## config.mk

```make
export PLATFORM = sky130hd
export DESIGN_NAME = pms_ctrl
export DESIGN_NICKNAME = d
export VERILOG_FILES = /design/src/rtl/pms_pkg.sv /design/src/rtl/pms_ctrl.sv
export SDC_FILE = /design/constraint.sdc
export NUM_CORES = 1
export LEC_CHECK = 0
export ABC_AREA = 1
export ABC_CLOCK_PERIOD_IN_PS = 1280
export BUFFER_PORTS_ARGS = -buffer_cell sky130_fd_sc_hd__buf_2
export CORE_AREA = 2 2 39 41
export DETAILED_ROUTE_END_ITERATION = 10
export DIE_AREA = 0 0 41 43
export GPL_ROUTABILITY_DRIVEN = 0
export GPL_TIMING_DRIVEN = 0
export PLACE_DENSITY = 0.61
export SLEW_MARGIN = 20
export SYNTH_ARGS = -nofsm -noshare
export SYNTH_HDL_FRONTEND = slang
export SYNTH_SLANG_ARGS = --single-unit
```

## constraint.sdc

```tcl
create_clock -name i_clk -period 1.28 [get_ports i_clk]
set_input_delay 0.128 -clock i_clk [delete_from_list [all_inputs] [get_ports i_clk]]
set_output_delay 0.128 -clock i_clk [all_outputs]
set_load 0.01 [all_outputs]
```

## src/rtl/pms_pkg.sv

```systemverilog
`timescale 1ns / 1ps
// ----------------------------------------------------------------------------
// pms_pkg
// Shared types and constants for the periodic message scheduler.
// ----------------------------------------------------------------------------
package pms_pkg;

    localparam int MAX_USERS = 64;
    localparam int IDX_W     = (MAX_USERS > 1) ? $clog2(MAX_USERS) : 1;
    localparam int CNT_W     = $clog2(MAX_USERS + 1);
    localparam int ID_W      = 16;
    localparam int PER_W     = 16;
    localparam int TIME_W    = 48;
    localparam int ENTRY_W   = ID_W + PER_W + TIME_W;

    typedef enum logic [1:0] {
        ACT_REG   = 2'd0,
        ACT_NEXT  = 2'd1,
        ACT_CLEAR = 2'd2,
        ACT_NOP   = 2'd3
    } t_action;

    typedef enum logic [1:0] {
        STAT_OK    = 2'd0,
        STAT_FULL  = 2'd1,
        STAT_EMPTY = 2'd2,
        STAT_SAT   = 2'd3
    } t_status;

    typedef enum logic [2:0] {
        S_IDLE,
        S_DISPATCH,
        S_FREE_SCAN,
        S_SCAN,
        S_DRAIN,
        S_UPDATE,
        S_RESULT
    } t_state;

    typedef struct packed {
        logic    load_in;
        logic    scan_start;
        logic    scan_step;
        logic    write_reg;
        logic    reinsert;
        logic    clear_all;
        logic    res_set;
        t_status res_status;
        logic    res_load;
    } t_cmd;

    typedef struct packed {
        t_action act;
        logic    full;
        logic    empty;
        logic    slot_free;
        logic    idx_last;
        logic    out_free;
    } t_sts;

endpackage

```

## src/rtl/pms_ctrl.sv

```systemverilog
`timescale 1ns / 1ps
// ----------------------------------------------------------------------------
// pms_ctrl
// Sequencer: dispatches each transaction and steps the slot scans.
// ----------------------------------------------------------------------------
module pms_ctrl (
    input  logic          i_clk,
    input  logic          i_rst_n,
    input  logic          i_in_valid,
    output logic          o_in_ready,
    input  pms_pkg::t_sts i_sts,
    output pms_pkg::t_cmd o_cmd
);
    import pms_pkg::*;

    t_state r_state;
    t_state n_state;

    always_ff @(posedge i_clk) begin
        if (!i_rst_n) begin
            r_state <= S_IDLE;
        end else begin
            r_state <= n_state;
        end
    end

    always_comb begin
        n_state    = r_state;
        o_cmd      = '0;
        o_in_ready = 1'b0;
        unique case (r_state)
            S_IDLE: begin
                o_in_ready = 1'b1;
                if (i_in_valid) begin
                    o_cmd.load_in = 1'b1;
                    n_state       = S_DISPATCH;
                end
            end
            S_DISPATCH: begin
                o_cmd.res_set    = 1'b1;
                o_cmd.res_status = STAT_OK;
                n_state          = S_RESULT;
                unique case (i_sts.act)
                    ACT_REG: begin
                        if (i_sts.full) begin
                            o_cmd.res_status = STAT_FULL;
                        end else begin
                            o_cmd.scan_start = 1'b1;
                            n_state          = S_FREE_SCAN;
                        end
                    end
                    ACT_NEXT: begin
                        if (i_sts.empty) begin
                            o_cmd.res_status = STAT_EMPTY;
                        end else begin
                            o_cmd.scan_start = 1'b1;
                            n_state          = S_SCAN;
                        end
                    end
                    ACT_CLEAR: begin
                        o_cmd.clear_all = 1'b1;
                    end
                    default: begin
                        o_cmd.res_status = STAT_OK;
                    end
                endcase
            end
            S_FREE_SCAN: begin
                if (i_sts.slot_free) begin
                    o_cmd.write_reg = 1'b1;
                    n_state         = S_RESULT;
                end else begin
                    o_cmd.scan_step = 1'b1;
                end
            end
            S_SCAN: begin
                o_cmd.scan_step = 1'b1;
                if (i_sts.idx_last) begin
                    n_state = S_DRAIN;
                end
            end
            S_DRAIN: begin
                n_state = S_UPDATE;
            end
            S_UPDATE: begin
                o_cmd.reinsert = 1'b1;
                n_state        = S_RESULT;
            end
            S_RESULT: begin
                if (i_sts.out_free) begin
                    o_cmd.res_load = 1'b1;
                    n_state        = S_IDLE;
                end
            end
            default: begin
                n_state = S_IDLE;
            end
        endcase
    end

endmodule

```

Word level (Yosys, flattened, before mapping)
Index checks and enable logic that the tools add are counted.
{"block": "word_totals", "regBits": 3, "latchBits": 0, "ram_bits": 0, "romBits": 0, "input_bits": 10, "out_inout_bits": 11, "wordCells": 43, "mem_count": 0}
{"block": "op_classes", "add_sub_neg": 0, "mul": 0, "n_div": 0, "magnitude_cmp": 0, "eq_ne": 12, "n_shift": 0, "n_mux": 27, "bitwise": 0, "n_reduce_logical": 3}
{"op": "one-hot mux 3 bit (7 select lines)", "count": 1}
{"op": "2-to-1 mux 3 bit", "count": 6}
{"op": "2-to-1 mux 1 bit", "count": 14}
{"op": "== test 3 bit (second input constant)", "count": 3}
{"op": "inequality test 2 bit (second input constant)", "count": 4}
{"op": "== test 3 x 2 -> 1 bit (second input constant)", "count": 2}
{"op": "one-hot mux 3 bit (2 select lines)", "count": 1}
{"op": "2-to-1 mux 4 bit", "count": 1}
{"op": "one-hot mux 1 bit (2 select lines)", "count": 2}
{"op": "one-hot mux 2 bit (2 select lines)", "count": 1}
{"op": "AND reduction 4 bit", "count": 1}
{"op": "== test 3 x 1 -> 1 bit (second input constant)", "count": 1}
{"op": "zero test 3 bit", "count": 1}
{"op": "== test 2 x 1 -> 1 bit (second input constant)", "count": 1}
{"op": "== test 2 bit (second input constant)", "count": 1}
{"op": "zero test 2 bit", "count": 1}
{"op": "2-to-1 mux 2 bit", "count": 1}

Longest topological paths before layout
Gate-level depths: netlist of the first run.
{"block": "logic_depth", "depth_word": 3, "depth_mapped": 7, "depth_no_buf": 7}

Worst setup path before layout of the first run
No wires, ideal clock.
{"block": "synth_timing", "path_type": "register to output", "start": "register r_state[0]", "end": "output o_cmd[4] (netlist name)", "arrival_ns": 1.034, "t_required_ns": 1.152, "path_slack_ns": 0.118, "path_stages_with_launch": 5, "path_buffers": 0, "cell_sequence": "dfxtp_1 > nand2_1 > nor2_2 > inv_1 > nor3_1"}
{"element": "start, declared", "line_no": "pms_ctrl.sv:16", "text": "t_state r_state;"}
{"element": "start signal, assigned", "line_no": "pms_ctrl.sv:23", "text": "r_state <= n_state;"}
{"element": "end, declared", "line_no": "pms_ctrl.sv:12", "text": "output pms_pkg::t_cmd o_cmd"}

==> results.md, run 1 <==
- CTS clk-pin slew, worst paths: around 0.040 ns
- Most used DFF post-synth: dfxtp_1
- Status: finished, violations left
- Hold Path Depth: 3
- Setup-failing EPs final: 1
- Post-synth top area share: between 10% and 20%
- Vias per std cell: around 4.2
- Vias: ~430
- Worst-margin pin slew: 0.209 ns
- Layout area overhead: 63.5%
- Share of cells above drive strength 1: between 40 and 50%
- FF-to-FF setup slack: between 0.2 and 0.25 ns
- Required time worst endpoint: approximately 1.2 ns
- Post-synth cell types: 15
- CTS Buf Count: 3
- Unrepaired setup endpoints after global routing: yes
- Maximum vdd drop: between 0.8 and 0.9 mV
- Placed cell area: roughly 430 um2
- Synth Cell Area: roughly 310 um2
- First-pass GRT wire length: between 1 and 1.5 mm
- Setup TNS: -0.0246 ns
- Routed Antenna Nets: 0
- Syn Nets: between 60 and 70
- Delay of the slowest critical-path stage: 0.36 ns
- Count leader, synth: nand2_1
- CTS HTree Levels: 1
- PortBufs: 20
- Design area: slightly above 500 um2
- Biggest regs: r_state (3)
- DR WL/cell: roughly 8.3 um
- Hold EP: r_state[0]
- Worst setup margin: -0.0246 ns
- Core box area: about 1400 um2
- Final nets: 96
- Top cells by area, synth: dfxtp_1, nand2_1, inv_1
- Seq/Total Area, Yosys: about a fifth
- Mapped Avg Cell Area: between 5 and 6 um2
- Router iterations before antenna repair: 4
- Clock sink count: 3
- Max Cap Viol: 0
- Reg2reg start: r_state[1]
- FMAX: 767 MHz
- Worst R2R Path Depth: 7
- Register bit count reported by yosys: 3
- Final Hold Fails: 0
- Post-synth EDFFs: 0
- Residual DRC: 0
- # rows: 14
- Largest register FFs: 3
- Final Skew: 0.000425 ns
- Die W: ~40 um
- Yosys warns: 0
- CTS tree: yes
- Total inserted antenna cells: 0
- Core Util, Final: approximately 37%
- Reg-to-Reg End: r_state[0]
- Die area: around 1800 um2
- Biggest register: r_state
- Die height: 43 um
- Fillers: 170
- Slowest-stage cell, CP: dfxtp_4
- 1st-iter DRT viols: 7
- Hold Startpoint: i_rst_n
- Period utilization: 102%
- Antenna violations before repair: 0
- CP cell instances: inv_4 > nand2_4 > nor2_4 > inv_2 > nor4_2 > buf_2
- Worst Setup Path Type: register to output port
- Ports: 21
- Synth async-reset ratio: 0%
- Starting density of the core: 22.5%
- Vias in the first global route: between 300 and 400
- Pleak: approximately 0.32 nW
- Top cells by count, synth: nand2_1, inv_1, nor2_1
- Worst-Skew Late Latency: ~0.23 ns
- Tot GR Track Use: 9.02%
- Clk root buf: clkbuf_4
- Tmin final: about 1.3 ns
- Post-DP HPWL: 626 um
- HP Class: input pin to register
- DRT Wirelength: roughly 840 um
- Startpoint types: register
- Crit. End Element: output port
- Failing checks: setup timing
- CTS Buffer Depth: 2
- Largest net degree at the start of global routing: 7
- Cells after Synth: 59
- Pins Over Slew Limit: 0
- Crit path max fanout: 4
- Congestion Overflow GR: 0
- Post-place setup slack: around 0.085 ns
- Pwr dens: between 2000 and 2500 nW/um2
- Total Power: between 1 and 1.5 mW
- Arrival @ worst endpoint: 1.18 ns
- Yosys top cell by area: dfxtp_1
- Max_slew headroom: approximately 86%
## worst max-delay path by stage
stage                          end  cells past startpoint  slack, ns  startpoint
after floorplan           o_cmd[4]                      4       0.12  r_state[0]
after global placement    o_cmd[2]                      5       0.09  r_state[0]
after detailed placement  o_cmd[2]                      5       0.08  r_state[0]
after CTS                 o_cmd[2]                      6      -0.04  r_state[1]
after global routing      o_cmd[2]                      6      -0.07  r_state[1]
final                     o_cmd[2]                      6      -0.02  r_state[1]
## metrics by stage
step           cells  hold slack, ns
2_1_floorplan     59           0.248
3_3_place_gp      95           0.390
3_5_place_dp      95           0.394
4_1_cts          101           0.136
5_1_grt          101           0.163
6_report         101           0.145
## layout by cell type, fill, tap and decap left out
cell type,n
a21oi_1,1
and2_1,1
buf_2,20
buf_4,2
clkbuf_1,1
clkbuf_4,3
dfxtp_2,1
dfxtp_4,2
inv_1,12
inv_2,2
inv_4,1
nand2_1,15
nand2_4,1
nand3_1,2
nand3_2,2
nor2_1,10
nor2_4,2
nor3_1,2
nor3_2,1
nor4_2,1
o21ai_0,1
o21bai_1,1
o22ai_1,1
## cell families (layout without fill, tap and decap cells)
| logic type | count (synthesis) | in the layout | share of synthesized area [%] |
|---|---|---|---|
| compound gates | 4 | 4 | 7.63 |
| buf+inv | 15 | 41 | 18.1 |
| flops | 3 | 3 | 19.3 |
| simple gates | 37 | 37 | 55.0 |
## cell type report
class	count	area, um2	share of cell area (%)
Sequential cell	3	68.8	13.5
Inverter	15	58.8	11.5
Multi-Input combinational cell	41	220	43.2
Timing Repair Buffer	22	115	22.6
Clock buffer	4	26.3	5.16
Tap cell	16	20.0	3.93
## critical path, delay by kind of cell, from the launching register on
| kind | cells | cell delay [ns] |
|---|---|---|
| buffers and inverters | 3 | 0.30 |
| DFF | 1 | 0.36 |
| and+or+nand+nor | 3 | 0.30 |
## power by group
group          switching [mW]  internal [mW]
logic                   0.404          0.299
registers               0.104          0.164
clock network          0.0450          0.117
## per-layer routing
| metal | global-route usage (%) | wire [um] | up-vias |
|---|---|---|---|
| met5 | 0 | 0 | - |
| met1 | 11.2 | 370 | 186 |
| met2 | 13.4 | 440 | 8 |
| li1 | - | - | 231 |
| met4 | 6.00 | 0 | 0 |
| met3 | 1.57 | 29 | 0 |
## what timing repair did
| action | in CTS | in global routing |
|---|---|---|
| buffers inserted | 2 | 0 |
| resized for setup | 9 | 5 |
| endpoints found under the setup margin | 6 | 8 |
| hold buffers | 0 | 0 |
| pin swaps | 1 | 1 |
| hold endpoints to repair | 0 | 0 |
(Power assumes the default switching activity.)
==> inputs of run 2 (changes only) <==
--- a/config.mk
+++ b/config.mk
@@ -6,14 +6,14 @@
 export NUM_CORES = 1
 export LEC_CHECK = 0
 export ABC_AREA = 1
-export ABC_CLOCK_PERIOD_IN_PS = 1280
+export ABC_CLOCK_PERIOD_IN_PS = 1200
 export BUFFER_PORTS_ARGS = -buffer_cell sky130_fd_sc_hd__buf_2
 export CORE_AREA = 2 2 39 41
 export DETAILED_ROUTE_END_ITERATION = 10
 export DIE_AREA = 0 0 41 43
 export GPL_ROUTABILITY_DRIVEN = 0
 export GPL_TIMING_DRIVEN = 0
-export PLACE_DENSITY = 0.61
+export PLACE_DENSITY = 0.63
 export SLEW_MARGIN = 20
 export SYNTH_ARGS = -nofsm -noshare
 export SYNTH_HDL_FRONTEND = slang
==> constraint.sdc (replaced) <==
create_clock -name i_clk -period 1.2 [get_ports i_clk]
set_input_delay 0.12 -clock i_clk [delete_from_list [all_inputs] [get_ports i_clk]]
set_output_delay 0.12 -clock i_clk [all_outputs]
set_load 0.01 [all_outputs]
==> run 2 against run 1 <==
Effect of this change: the flow still finishes with violations (setup timing); cell area up 13%; sequential power grew 6%; critical path depth is 1 higher; non-clock buffer count grew 2; highest routed layer is now met4.
==> results.md, run 2 (synthesized netlist as in run 1, its figures left out) <==
- Status: finished, violations left (unchanged)
- Failing checks: setup timing (unchanged)
- Routed Antenna Nets: 0 (unchanged)
- Router iterations before antenna repair: 2 (was 4)
- Congestion Overflow GR: 0 (unchanged)
- Period utilization: 106%
- CTS Buf Count: 3 (unchanged)
- Vias: 436 (was 425)
- Most frequent cells in the layout: buf_2, nand2_1, inv_1, nor2_1 (was buf_2, nand2_1, inv_1, nor2_1, clkbuf_4)
- Ports: 21 (unchanged)
- Setup-failing EPs final: 5 (was 1)
- Required time worst endpoint: 1.08 ns (was 1.15 ns)
- Reg-to-Reg End: r_state[2] (was r_state[0])
- M3 GR Usage: 3.14% (was 1.57%)
- CTS tree: yes (unchanged)
- Clock sink count: 3 (unchanged)
- Clk root buf: clkbuf_4 (unchanged)
- Pleak: 0.338 nW (was 0.322 nW)
- Die height: 43 um (unchanged)
- DR WL/cell: 8.93 um (was 8.31 um)
- Final hold slack: 0.133 ns (was 0.145 ns)
- Core box area: 1380 um2 (unchanged)
- Maximum vdd drop: 1.15 mV (was 0.900 mV)
- Crit. End Element: output port (unchanged)
- Total inserted antenna cells: 0 (unchanged)
- First-pass GRT wire length: 1.42 mm (was 1.10 mm)
- Design area: 574 um2 (was 509 um2)
- Vias per std cell: 4.23 (was 4.21)
- Hold Path Depth: 3 (unchanged)
- HP Class: input pin to register (unchanged)
- Pwr dens: 2430 nW/um2 (was 2220 nW/um2)
- Worst Setup Path Type: register to output port (unchanged)
- Residual DRC: 0 (unchanged)
- Top Usage Layer GRT: met2 (unchanged)
- Vias in the first global route: 384 (was 321)
- Worst setup margin: -0.0689 ns (was -0.0246 ns)
- Die area: 1760 um2 (unchanged)
- Layout area overhead: 84.3% (was 63.5%)
- Largest register FFs: 3 (unchanged)
- Crit path launch: r_state[1] (unchanged)
- Antenna violations before repair: 0 (unchanged)
- Crit path max fanout: 4 (unchanged)
- Pins Over Slew Limit: 0 (unchanged)
- CTS Buffer Depth: 2 (unchanged)
- Largest net degree at the start of global routing: 7 (unchanged)
- Biggest register: r_state (unchanged)
- Biggest regs: r_state (3) (unchanged)
- # rows: 14 (unchanged)
- CTS clk-pin slew, worst paths: 0.04 ns (about the same)
- Startpoint types: register (unchanged)
- Tmin final: 1.27 ns
- Hold Buf Count CTS: 0 (unchanged)
- Starting density of the core: 22.5% (unchanged)
- Worst R2R Path Depth: 9 (was 7)
- Reg2reg start: r_state[1] (unchanged)
- Tot GR Track Use: 12.3% (was 9.02%)
- Final nets: 98 (was 96)
- Placed cell area: 432 um2 (unchanged)
- Worst-Skew Late Latency: 0.23 ns (about the same)
- Met1 usage: 12.5% (was 11.2%)
- Post-place setup slack: 0.0172 ns (was 0.0848 ns)
- 1st-iter DRT viols: 5 (was 7)
- Most common cell after layout, fill and taps aside: buf_2 (unchanged)
- Setup TNS: -0.219 ns (was -0.0246 ns)
- Post-DP HPWL: 663 um (was 626 um)
- Hold Startpoint: i_rst_n (unchanged)
- FMAX: 788 MHz
- PortBufs: 20 (unchanged)
- Max Cap Viol: 0 (unchanged)
- FF-to-FF setup slack: 0.06 ns (was 0.21 ns)
- Final Hold Fails: 0 (unchanged)
- Worst-margin pin slew: 0.215 ns (was 0.209 ns)
- Final Skew: 0.00330 ns (was 0.000425 ns)
- Max_slew headroom: 85.5% (was 85.9%)
- Die W: 41 um (unchanged)
- Unrepaired setup endpoints after global routing: yes (unchanged)
- DRT Wirelength: 920 um (was 839 um)
- Hold EP: r_state[0] (unchanged)
- Grt met2 use: 19.7% (was 13.4%)
- Arrival @ worst endpoint: 1.15 ns (was 1.18 ns)
- CTS HTree Levels: 1 (unchanged)
- Share of cells above drive strength 1: 54.0% (was 44.7%)
[run 2: layout make-up]
cell class	instances	area (um2)
fillers	149	810
multi-input cells	41	258
repair buffers	24	140
flip-flops and latches	3	71.3
inverters	15	58.8
clock buffers	4	26.3
well taps	16	20.0
[run 2: layer usage]
layer	share of wire [%]	vias to the layer above
li1	-	235
met1	40	185
met2	53	12
met3	3.7	4
met4	2.9	0
met5	0	-
[run 2: critical path, cell delays in order (launching register included)]
cell and delay, ns:
dfxtp_4 0.35, inv_4 0.06, nand2_4 0.05, nor2_4 0.10, buf_4 0.12, nand2_1 0.04, nor2_1 0.07, buf_2 0.13
[run 2: how the worst max path moves through the flow]
stage                    end  slack, ns  depth (start not counted)
detailed placement  o_cmd[2]       0.02                          5
CTS                 o_cmd[4]       -0.1                          6
floorplan           o_cmd[4]       0.05                          4
finish              o_cmd[1]      -0.07                          7
global placement    o_cmd[2]       0.02                          5
global route        o_cmd[1]      -0.15                          7
[run 2: repair_timing]
| item | 4_1_cts | 5_1_grt |
|---|---|---|
| setup endpoints to repair | 9 | 13 |
| buffers inserted | 4 | 0 |
| resized for setup | 13 | 14 |
| pin swaps | 4 | 5 |
[run 2: power breakdown]
part / switching (mW) / total, mW / internal [mW]
clock network: 0.0536 / 0.178 / 0.125
registers: 0.104 / 0.284 / 0.180
logic: 0.512 / 0.933 / 0.421
total: 0.669 / 1.40 / 0.726
[run 2: through the flow]
stage               power (mW)  util [%]  cells
detailed placement       0.861      31.2     95
CTS                       1.27      37.7    103
global placement         0.850      31.2     95
floorplan                0.668         -     59
finish                    1.40      41.5    103
global route              1.54      41.5    103
==> inputs of run 3 (changes only) <==
--- a/config.mk
+++ b/config.mk
@@ -5,15 +5,15 @@
 export SDC_FILE = /design/constraint.sdc
 export NUM_CORES = 1
 export LEC_CHECK = 0
-export ABC_AREA = 1
-export ABC_CLOCK_PERIOD_IN_PS = 1200
+export ABC_AREA = 0
+export ABC_CLOCK_PERIOD_IN_PS = 1500
 export BUFFER_PORTS_ARGS = -buffer_cell sky130_fd_sc_hd__buf_2
 export CORE_AREA = 2 2 39 41
 export DETAILED_ROUTE_END_ITERATION = 10
 export DIE_AREA = 0 0 41 43
 export GPL_ROUTABILITY_DRIVEN = 0
 export GPL_TIMING_DRIVEN = 0
-export PLACE_DENSITY = 0.63
+export PLACE_DENSITY = 0.61
 export SLEW_MARGIN = 20
 export SYNTH_ARGS = -nofsm -noshare
 export SYNTH_HDL_FRONTEND = slang
==> constraint.sdc (replaced) <==
create_clock -name i_clk -period 1.5 [get_ports i_clk]
set_input_delay 0.15 -clock i_clk [delete_from_list [all_inputs] [get_ports i_clk]]
set_output_delay 0.15 -clock i_clk [all_outputs]
set_load 0.01 [all_outputs]
==> run 3 against run 2 <==
Effect of this change: the run still ends with setup timing left; clock power down 19%; wire length up 3.6%; utilization down 4.6 points; clock-buffer cell count did not move; synthesized cell count decreased by 29%; sequential share of layout area is 0.41 points lower; non-clock buffer count rose by 2; setup slack gained 0.022 ns; combinational power shrank 37%; power down 38%; sequential power down 54%; critical endpoint is now o_cmd[2]; largest cell class unchanged; highest routed layer unchanged.
==> results.md, run 3 <==
- Status: finished, violations left (unchanged)
- Failing checks: setup timing (unchanged)
- Core box area: 1380 um2 (unchanged)
- Vias: 410 (was 436)
- Top cells by area, synth: dfxtp_1, mux2i_1, nand2b_1 (was dfxtp_1, nand2_1, inv_1)
- Biggest register: r_state (unchanged)
- Final Hold Fails: 0 (unchanged)
- Vias in the first global route: 346 (was 384)
- Crit path max fanout: 3 (was 4)
- Die W: 41 um (unchanged)
- Die area: 1760 um2 (unchanged)
- Share of cells above drive strength 1: 50.7% (was 54.0%)
- Tot GR Track Use: 11.8% (was 12.3%)
- Post-Route M1 WL: 433 um (was 369 um)
- Yosys warns: 0 (unchanged)
- Final non-filler cell total: 85 (was 103)
- Synth Cell Area: 312 um2 (unchanged)
- Highest metal used: met4 (unchanged)
- Pins Over Slew Limit: 0 (unchanged)
- Max_slew headroom: 79.7% (was 85.5%)
- Design area: 510 um2 (was 574 um2)
- FMAX: approximately 650 MHz
- Cells after Synth: 42 (was 59)
- Starting density of the core: 22.5% (unchanged)
- Crit. End Element: output port (unchanged)
- Final Skew: 0.000882 ns (was 0.00330 ns)
- Biggest regs: r_state (3) (unchanged)
- Clock sink count: 3 (unchanged)
- Total inserted antenna cells: 0 (unchanged)
- Period utilization: 103%
- Startpoint types: register (unchanged)
- Main combinational cell family by area after synthesis: simple AND/OR/NAND/NOR gates (unchanged)
- CTS Buffer Depth: 2 (unchanged)
- Yosys top cell by area: dfxtp_1 (unchanged)
- Adder-Cell Fraction of Synth Area: 0% (unchanged)
- Router iterations before antenna repair: 4 (was 2)
- Register bit count reported by yosys: 3 (unchanged)
- Syn Nets: 52 (was 69)
- Synth Area in XOR/XNOR: 0% (unchanged)
- Arrival @ worst endpoint: 1.40 ns (was 1.15 ns)
- Placed cell count: 78 (was 95)
- Mapped Avg Cell Area: 7.42 um2 (was 5.28 um2)
- Congestion Overflow GR: 0 (unchanged)
- Antenna violations before repair: 0 (unchanged)
- Post-DP HPWL: 635 um (was 663 um)
- Post-synth cell types: 24 (was 15)
- Die height: 43 um (unchanged)
- Vias per std cell: 4.82 (was 4.23)
- Most common cell after layout, fill and taps aside: buf_2 (unchanged)
- Worst-margin pin slew: 0.301 ns (was 0.215 ns)
- Routed wl met3: 45 um (was 34 um)
- 1st-iter DRT viols: 8 (was 5)
- Maximum vdd drop: 0.629 mV (was 1.15 mV)
- Setup TNS: -0.0574 ns (was -0.219 ns)
- Post-synth top area share: 19.3% (unchanged)
- Tmin final: about 1.5 ns
- Top cells by count, synth: nor2_1, dfxtp_1, nand2_1, nand2b_1 (was nand2_1, inv_1, nor2_1)
- Placed cell area: 432 um2 (unchanged)
- Routed Antenna Nets: 0 (unchanged)
- DR WL met2: 459 um (was 488 um)
- Residual DRC: 0 (unchanged)
- Setup-failing EPs final: 2 (was 5)
- Max Cap Viol: 0 (unchanged)
- HP Class: input pin to register (unchanged)
- Synth Area in Simple Gates: 52.2% (was 55.0%)
- Layout area overhead: 63.9% (was 84.3%)
- Hold Buf Count CTS: 0 (unchanged)
- Post-synthesis mux area share: 6.43% (was 0%)
- Pwr dens: 1700 nW/um2 (was 2430 nW/um2)
- Most frequent cells in the layout: buf_2, buf_4, clkbuf_4, nor2_1, nand2_1 (was buf_2, nand2_1, inv_1, nor2_1)
- Most used DFF post-synth: dfxtp_1 (unchanged)
- CTS Buf Count: 3 (unchanged)
- # rows: 14 (unchanged)
- Largest net degree at the start of global routing: 11 (was 7)
- Fillers: 158 (was 149)
- Pleak: 0.254 nW (was 0.338 nW)
- Ports: 21 (unchanged)
- Final nets: 80 (was 98)
- Count leader, synth: nor2_1 (was nand2_1)
- Seq/Total Area, Yosys: 19.3% (unchanged)
- DR WL/cell: 11.2 um (was 8.93 um)
- CTS clk-pin slew, worst paths: 0.04 ns (about the same)
- Worst Setup Path Type: register to output port (unchanged)
- First-pass GRT wire length: 1.42 mm (unchanged)
- Synth async-reset ratio: 0% (unchanged)
- Worst-Skew Late Latency: 0.23 ns (about the same)
- Total Power: 0.867 mW (was 1.40 mW)
- PortBufs: 20 (unchanged)
- Unrepaired setup endpoints after global routing: yes (unchanged)
- Worst setup margin: -0.0467 ns (was -0.0689 ns)
- CTS HTree Levels: 1 (unchanged)
- Post-place setup slack: 0.0615 ns (was 0.0172 ns)
- Largest register FFs: 3 (unchanged)
- Compound-Gate Fraction of Synth Area: 14.1% (was 7.63%)
- Required time worst endpoint: 1.35 ns (was 1.08 ns)
- Clk root buf: clkbuf_4 (unchanged)
- Post-synth EDFFs: 0 (unchanged)
- CTS tree: yes (unchanged)
- DRT Wirelength: 953 um (was 920 um)
-- run 3: cell count changes after synthesis, moves of 2 or more --
cell	before	now
inv_1	14	2
nand2_1	16	3
nor2b_1	0	2
nor4b_1	0	2
nand3_1	2	0
nor3_1	3	1
mux2i_1	0	2
nand3_2	2	0
nor4_1	0	2
buf_2	0	2
nor2_1	11	5
and4_1	0	2
nand2b_1	0	3
-- run 3: report_power, final --
group	total (mW)	internal (mW)	switching, mW
sequential	0.132	0.115	0.0161
combinational	0.591	0.278	0.313
clock	0.144	0.0998	0.0441
total	0.867	0.493	0.373
-- run 3: worst max-delay path, stage by stage, from the launching register on --
cell      delay, ns
dfxtp_2        0.32
buf_6          0.11
nand2b_4       0.13
or3_4          0.34
nor2_1         0.11
buf_2          0.14
-- run 3: cell type report --
| cell class | instances | area [um2] | area share (%) |
|---|---|---|---|
| buffer | 3 | 26.3 | 5.15 |
| clock buffer | 4 | 26.3 | 5.15 |
| sequential | 3 | 61.3 | 12.0 |
| multi-input combinational | 34 | 246 | 48.3 |
| timing repair buffer | 23 | 123 | 24.0 |
| tap | 16 | 20.0 | 3.92 |
| inverter | 2 | 7.51 | 1.47 |
-- run 3: path summary, 6_finish.rpt --
kind	start	to	slack (ns)	cells past startpoint
hold / removal	i_rst_n	r_state[0]	0.16	2
setup reg to reg	r_state[2]	r_state[1]	0.06	5
hold reg to reg	r_state[0]	r_state[0]	0.71	3
setup / recovery	r_state[1]	o_cmd[2]	-0.05	5
-- run 3: cell families after synthesis --
family          count (synthesis)
simple gates                   26
compound gates                  6
buf+inv                         5
flops                           3
mux                             2
-- run 3: routing by layer --
metal  up-vias  GRT usage [%]
met5         -              0
met4         0           12.0
met3         2              0
met2        11           15.6
met1       186           15.9
li1        211              -
-- run 3: per-stage QoR --
| stage | utilization (%) | hold WS, ns |
|---|---|---|
| 3_3_place_gp | 31.2 | 0.392 |
| 5_1_grt | 36.9 | 0.184 |
| 2_1_floorplan | - | 0.278 |
| 3_5_place_dp | 31.2 | 0.396 |
| 4_1_cts | 36.0 | 0.153 |
| 6_report | 36.9 | 0.162 |
-- run 3: what timing repair did --
action	in CTS	in global routing
buffers inserted	2	1
pin swaps	3	3
resized for setup	6	2
setup endpoints to repair	5	5
